<file path="src/rtl/htb_pkg.sv">
// ----------------------------------------------------------------------------
// htb_pkg
// types and codes shared by the huffman tree builder cells and top level
// ----------------------------------------------------------------------------
package htb_pkg;

  localparam int NODE_ID_W = 9;
  localparam int OUT_W_W   = 48;

  localparam logic OP_LOAD  = 1'b0;
  localparam logic OP_MERGE = 1'b1;

  localparam logic [1:0] ST_MERGED   = 2'd0;
  localparam logic [1:0] ST_COMPLETE = 2'd1;
  localparam logic [1:0] ST_EMPTY    = 2'd2;
  localparam logic [1:0] ST_FULL     = 2'd3;

  localparam logic [1:0] CELL_HOLD   = 2'd0;
  localparam logic [1:0] CELL_INSERT = 2'd1;
  localparam logic [1:0] CELL_MERGE  = 2'd2;

  typedef struct packed {
    logic        op;
    logic [7:0]  leaf_symbol;
    logic [39:0] leaf_weight;
  } htb_in_t;

  typedef struct packed {
    logic [1:0]           status;
    logic [NODE_ID_W-1:0] new_node;
    logic [NODE_ID_W-1:0] first_child;
    logic [NODE_ID_W-1:0] second_child;
    logic [OUT_W_W-1:0]   node_weight;
    logic                 tree_done;
  } htb_out_t;

  typedef struct packed {
    logic [1:0]           mode;
    logic [NODE_ID_W-1:0] id;
  } htb_ctrl_t;

endpackage

</file>
<file path="src/rtl/htb_cell.sv">
// ----------------------------------------------------------------------------
// htb_cell
// one slot of the sorted live node chain, ordered by weight then node id
// ----------------------------------------------------------------------------
module htb_cell import htb_pkg::*; #(
  parameter int WEIGHT_BITS = 48,
  parameter bit IS_HEAD     = 1'b0
) (
  input  logic                   clk_i,
  input  logic                   rst_ni,
  input  htb_ctrl_t              ctrl_i,
  input  logic [WEIGHT_BITS-1:0] new_w_i,
  input  logic                   l_v_i,
  input  logic [WEIGHT_BITS-1:0] l_w_i,
  input  logic [NODE_ID_W-1:0]   l_id_i,
  input  logic                   l_lt_i,
  input  logic                   r1_v_i,
  input  logic [WEIGHT_BITS-1:0] r1_w_i,
  input  logic [NODE_ID_W-1:0]   r1_id_i,
  input  logic                   r1_lt_i,
  input  logic                   r2_v_i,
  input  logic [WEIGHT_BITS-1:0] r2_w_i,
  input  logic [NODE_ID_W-1:0]   r2_id_i,
  input  logic                   r2_lt_i,
  output logic                   v_o,
  output logic [WEIGHT_BITS-1:0] w_o,
  output logic [NODE_ID_W-1:0]   id_o,
  output logic                   lt_o
);

  logic                   v_q, v_d;
  logic [WEIGHT_BITS-1:0] w_q, w_d;
  logic [NODE_ID_W-1:0]   id_q, id_d;

  assign lt_o = v_q && (w_q <= new_w_i);

  always_comb begin
    v_d  = v_q;
    w_d  = w_q;
    id_d = id_q;
    case (ctrl_i.mode)
      CELL_INSERT: begin
        if (lt_o) begin
          v_d = v_q;
        end else if (IS_HEAD || l_lt_i) begin
          v_d  = 1'b1;
          w_d  = new_w_i;
          id_d = ctrl_i.id;
        end else begin
          v_d  = l_v_i;
          w_d  = l_w_i;
          id_d = l_id_i;
        end
      end
      CELL_MERGE: begin
        if (r2_lt_i) begin
          v_d  = r2_v_i;
          w_d  = r2_w_i;
          id_d = r2_id_i;
        end else if (IS_HEAD || r1_lt_i) begin
          v_d  = 1'b1;
          w_d  = new_w_i;
          id_d = ctrl_i.id;
        end else begin
          v_d  = r1_v_i;
          w_d  = r1_w_i;
          id_d = r1_id_i;
        end
      end
      default: begin
        v_d = v_q;
      end
    endcase
  end

  always_ff @(posedge clk_i or negedge rst_ni) begin
    if (!rst_ni) begin
      v_q <= 1'b0;
    end else begin
      v_q <= v_d;
    end
  end

  always_ff @(posedge clk_i) begin
    w_q  <= w_d;
    id_q <= id_d;
  end

  assign v_o  = v_q;
  assign w_o  = w_q;
  assign id_o = id_q;

endmodule

</file>
<file path="config.mk">
export PLATFORM = sky130hd
export DESIGN_NAME = htb_cell
export DESIGN_NICKNAME = d
export VERILOG_FILES = /design/src/rtl/htb_pkg.sv /design/src/rtl/htb_cell.sv
export SDC_FILE = /design/constraint.sdc
export NUM_CORES = 1
export LEC_CHECK = 0
export BUFFER_PORTS_ARGS = -buffer_cell sky130_fd_sc_hd__buf_4
export CORE_AREA = 2 2 114 116
export DETAILED_ROUTE_END_ITERATION = 6
export DIE_AREA = 0 0 116 118
export GPL_ROUTABILITY_DRIVEN = 0
export PLACE_DENSITY = 0.89
export SLEW_MARGIN = 20
export SYNTH_ARGS = -nofsm -noshare
export SYNTH_HDL_FRONTEND = slang
export SYNTH_SLANG_ARGS = --single-unit
export TNS_END_PERCENT = 100
</file>
<file path="constraint.sdc">
create_clock -name clk_i -period 11.7 [get_ports clk_i]
set_input_delay 2.34 -clock clk_i [delete_from_list [all_inputs] [get_ports clk_i]]
set_output_delay 2.34 -clock clk_i [all_outputs]
set_load 0.02 [all_outputs]
</file>
# Yosys cells after proc, flatten, opt, wreduce, memory -nomap -nowiden
# Index checks and enable logic that the tools add are counted.
# W data, S select, Z words.
# word_totals
register_bits	58
output_inout_bits	59
wordCells	25
# classes
magnitude_cmp	1
eq_ne	3
muxes	15
n_reduce_logical	3
# ops
operator	count
$mux W48	4
$pmux W48 S2	1
$le A48 B48 Y1	1
$mux W9	4
$pmux W9 S2	1
$mux W1	4
$eq A2 B1 Y1 const B	1
$eq A2 B2 Y1 const B	1
$ne A2 B2 Y1 const B	1
$pmux W1 S2	1
$reduce_and A2 Y1	1
$reduce_bool A2 Y1	1
$logic_and A1 B1 Y1	1

# Logic depth before layout (Yosys ltp)
# logic_depth
word_depth	4
mapped_depth	8
depth_no_buf	8

# Worst setup path before layout
# OpenSTA, ideal clock, no wires.
# synth_path
path_type	input to register
from	in new_w_i[31]
to	reg id_q[0], in the netlist id_o[0], enable pin
setup_ps	504
t_arrival_ps	6739
slack_ps	4457
cell_stages	8
n_path_buf	0
path_cell_list	inv_1 -> ha_1 -> nand4_2 -> or4_1 -> nor3_2 -> o311ai_1 -> and2_4 -> a41oi_1
# synth_via
elab_chain_cells	4
# synth_lines
item	line	source
start: declaration	htb_cell.sv:12	input logic [WEIGHT_BITS-1:0] new_w_i,
$le A48 B48 Y1	htb_cell.sv:35	assign lt_o = v_q && (w_q <= new_w_i);
$logic_and A1 B1 Y1	htb_cell.sv:35	
$ne A2 B2 Y1 (no source line)	n/a	
$reduce_and A2 Y1 (no source line)	n/a	
end signal: assignment	htb_cell.sv:86	id_q <= id_d;
end: declaration	htb_cell.sv:33	logic [NODE_ID_W-1:0] id_q, id_d;
# Every way passes these cells.
# A chain may end at the register's enable or synchronous reset.

# Final worst setup path
# layout_path
from	in new_w_i[31]
to	out lt_o
# layout_via
elab_chain_cells	2
# layout_lines
item	line	source
$le A48 B48 Y1	htb_cell.sv:35	
$logic_and A1 B1 Y1	htb_cell.sv:35	
end: declaration	htb_cell.sv:28	output logic lt_o
# Every way passes these cells.

==> implementation parameters <==
Parameter                              Value

Status
  Outcome ... completed

Clock network
  Number of hold-repair buffers added at the cts stage ... 0
  Number of resized instances in the post-cts repair step ... 0
  TritonCTS clock tree ... built
  Number of clock sinks seen by CTS ... 58
  Number of buffers created by CTS ... 9
  Maximum number of buffers from clock root to sink ... 2
  Buffer cell driving the clock tree root ... clkbuf_16
  H-Tree Depth ... 3
  Number of setup buffers added after CTS ... 0
  Clock slew seen by the registers of the worst setup and hold paths ... approximately 0.050 ns
  Clock insertion delay at the later pin of the skew report ... between 0.3 and 0.4 ns

Critical path
  Dominant cell type by count on the critical path ... buf_4
  Flop-to-flop setup slack ... 8.02 ns
  Launch point of the critical path ... new_w_i[31]
  Worst Reg2Reg Path Length in Cells ... 8
  Crit-path cells ... buf_4 -> inv_1 -> ha_1 -> nand4_2 -> or4_1 -> nor3_2 -> o311ai_1 -> and2_4 -> a31o_1 -> buf_4
  Worst Path Arrival ... between 4 and 5 ns
  Worst path bufs/invs ... 3
  Longest individual stage delay on the worst path ... slightly below 0.6 ns
  CP max-delay cell ... or4_1
  Startpoint of the worst register-to-register path ... w_o[31]
  Crit path max-delay family ... simple AND/OR/NAND/NOR gates
  Required time of the critical path ... roughly 9.4 ns
  Endpoint of the most critical register-to-register path ... w_o[40]
  Crit path launch type ... input pin
  Top fanout value on the critical path ... 4
  Crit end category ... output pin
  Worst setup path class ... in -> out

STA
  Clock Skew ... between 0.008 and 0.009 ns
  Count of final max-slew check failures ... 0
  Clock period minus final worst setup slack ... 6.82 ns
  Setup repair after global routing missed its margin ... false
  Worst-case headroom to the max-slew limit ... about a third
  F_max ... approximately 0.15 GHz
  Slew at the pin closest to its max-slew limit ... 1.03 ns
  Final number of hold-violating endpoints ... 0
  Total of endpoints with negative setup slack in the final report ... 0
  Aggregate negative setup slack ... 0 ns
  Final worst path period share ... 58.3%
  Worst hold slack across all endpoints ... 0.750 ns

Global route
  Antenna violations before repair ... 0
  Total routing usage reported by global routing ... between 20% and 30%
  Pin count of the biggest net entering global routing ... approximately 80
  Wire length of the first global-routing pass ... 26200 µm
  Total congestion overflow ... 0
  Via count of the first global-routing pass ... 5472

Floorplanning
  Die X-Extent ... roughly 120 µm
  Row count ... 41
  Std-Cell Core Area ... approximately 12000 µm²
  Total die area ... 13700 µm²
  Boundary Pins ... about 300
  Height of the die ... about 120 µm
  Initial core utilization ... a little over two fifths

Synthesis
  Count of different cell masters after synthesis ... 37
  Net Count, Synth ... ~860
  Yosys Warn Count ... 0
  Post-synthesis sequential area ratio ... roughly a third
  Syn Std Cell Area ... roughly 5300 µm²
  Total of flip-flops plus latches after synthesis ... 58
  Average cell area after synthesis ... between 9 and 10 µm²
  Post-synthesis cell count ... 575

Power and ir drop
  Switching fraction of total power ... 32.1%
  Leakage power of the design ... between 3 and 4 nW
  PwrDens ... 102 nW/µm²
  Sequential group share of total power ... 34.7%
  Fraction of power consumed by combinational cells ... between 30% and 40%
  Psw ... roughly 0.00026 W
  Cell internal power dissipation ... between 0.0005 and 0.0006 W
  Tot Pwr ... around 0.00081 W
  Maximum resistive drop on vdd ... 0.0649 mV
  Clk network pwr share ... approximately 28%

Final layout
  Share of layout cells above drive strength 1 ... a little under two fifths
  Total inserted antenna cells ... 0
  Area growth syn-to-layout ... 48.6%
  Layout net count ... about 1100
  Post-route core utilization ... 63.7%

Placement
  IO Port Bufs ... between 200 and 300
  HPWL reported at the end of detailed placement ... 13200 µm

Worst hold path
  Hold wc startpoint ... v_o
  Min-Delay Path Class ... reg -> reg
  Cell count of the worst hold path ... 2
  Hold endpoint ... v_o

Drt
  Post-detailed-route DRC marker count ... 0
  Number of iterations in the first detailed-routing pass ... 4
  Wire per inst ... 16.6 µm
  Drt total wl ... roughly 17000 µm
  Drt first-iter violations ... 211
  Post-detailed-route via-to-cell ratio ... about 5.3
  Total number of vias ... approximately 5400
  Remaining number of nets flagged by the antenna check after routing ... 0

Job
  Max-Cap Viols ... 0
stage by stage:
step	instance area, µm²	worst slack (ns)	std cells
CTS	7900	4.90	1023
floorplan	5320	4.46	575
global placement	7650	4.96	1007
global route	7900	4.78	1023
detailed placement	7650	4.90	1007
finish	7900	4.88	1023
layer usage:
layer  vias to the layer above  global-route usage, %  part of all wire [%]
li1                       2707                      -                     -
met1                      2466                   26.2                    38
met2                       229                   45.0                    52
met3                        34                   5.92                   7.7
met4                         0                   7.14                   2.2
met5                         -                      0                     0
layout make-up:
cell class,instances,area (µm²)
Fill cell,1054,4510
Multi-Input combinational cell,427,3260
Timing Repair Buffer,300,2250
Sequential cell,58,1740
Clock buffer,11,233
Tap cell,172,215
Inverter,50,188
Clock inverter,5,21.3
flip-flops by register name, indices dropped and copies added (netlist names):
register	flops
id_o	9
v_o	1
w_o	48
logic make-up after synthesis:
group                    synth area share, %
buffers and inverters                   6.57
adder cells (fa/ha/maj)                 11.3
flip-flops                              32.7
multiplexers                            21.5
XOR/XNOR                               0.165
AO/OA/AOI/OAI                           18.6
AND/OR/NAND/NOR                         9.23
worst min-delay path: stages (launching register included):
cell	delay [ns]
dfrtp_1	0.47
a21oi_1	0.18
nor3_1	0.06
cells in the final DEF, fill, tap and decap left out, types with 2 or more instances in the layout:
| cell type | instances |
|---|---|
| a211oi_1 | 59 |
| a21o_1 | 3 |
| a21oi_1 | 81 |
| buf_4 | 300 |
| clkbuf_1 | 2 |
| clkbuf_16 | 9 |
| clkinv_1 | 3 |
| clkinv_2 | 2 |
| edfxtp_1 | 57 |
| ha_1 | 48 |
| inv_1 | 50 |
| mux2i_1 | 114 |
| nand2_1 | 10 |
| nand3_1 | 5 |
| nand4_1 | 12 |
| nor2_1 | 63 |
| nor3_1 | 2 |
| nor3b_1 | 2 |
| nor4_1 | 2 |
| o211ai_1 | 2 |
| o21ai_0 | 7 |
power by group through the flow:
| stage | sequential (W) | combinational, W | clock, W |
|---|---|---|---|
| 3_3_place_gp | 0.000283 | 0.000292 | 0 |
| 2_1_floorplan | 0.000317 | 0.000124 | 0 |
| 4_1_cts | 0.000281 | 0.000299 | 0.000233 |
| 5_1_grt | 0.000284 | 0.000325 | 0.000240 |
| 6_report | 0.000280 | 0.000298 | 0.000230 |
| 3_5_place_dp | 0.000284 | 0.000298 | 0 |
synthesized netlist by cell type, drive strengths merged:
cell / number / area (µm²)
nor2: 63 / 236
o2111a: 1 / 11.3
a211oi: 59 / 443
nor3: 3 / 20.0
nand4: 13 / 87.6
buf: 10 / 48.8
or4: 1 / 7.51
nand2: 10 / 37.5
a31o: 1 / 8.76
xor2: 1 / 8.76
nand2b: 1 / 6.26
a41oi: 1 / 8.76
a21oi: 81 / 405
or2: 1 / 6.26
a221oi: 1 / 8.76
nor3b: 2 / 15.0
ha: 48 / 601
inv: 50 / 188
and2: 1 / 8.76
edfxtp: 57 / 1710
mux2i: 114 / 1140
o22ai: 1 / 6.26
dfrtp: 1 / 25.0
nor4: 3 / 33.8
o211ai: 2 / 15.0
nor2b: 1 / 6.26
o311ai: 1 / 8.76
a21boi: 1 / 7.51
a2111oi: 1 / 8.76
clkbuf: 30 / 113
nand3: 5 / 25.0
a21o: 3 / 22.5
o21ai: 7 / 35.0
how the worst max path moves through the flow:
stage               slack [ns]  endpoint  cells past startpoint
CTS                       4.90      lt_o                     10
finish                    4.88      lt_o                     10
detailed placement        4.90      lt_o                     10
floorplan                 4.46   id_o[0]                      8
global placement          4.96      lt_o                     10
global route              4.78      lt_o                     10
No activity file was read; power rests on OpenSTA's default activity.
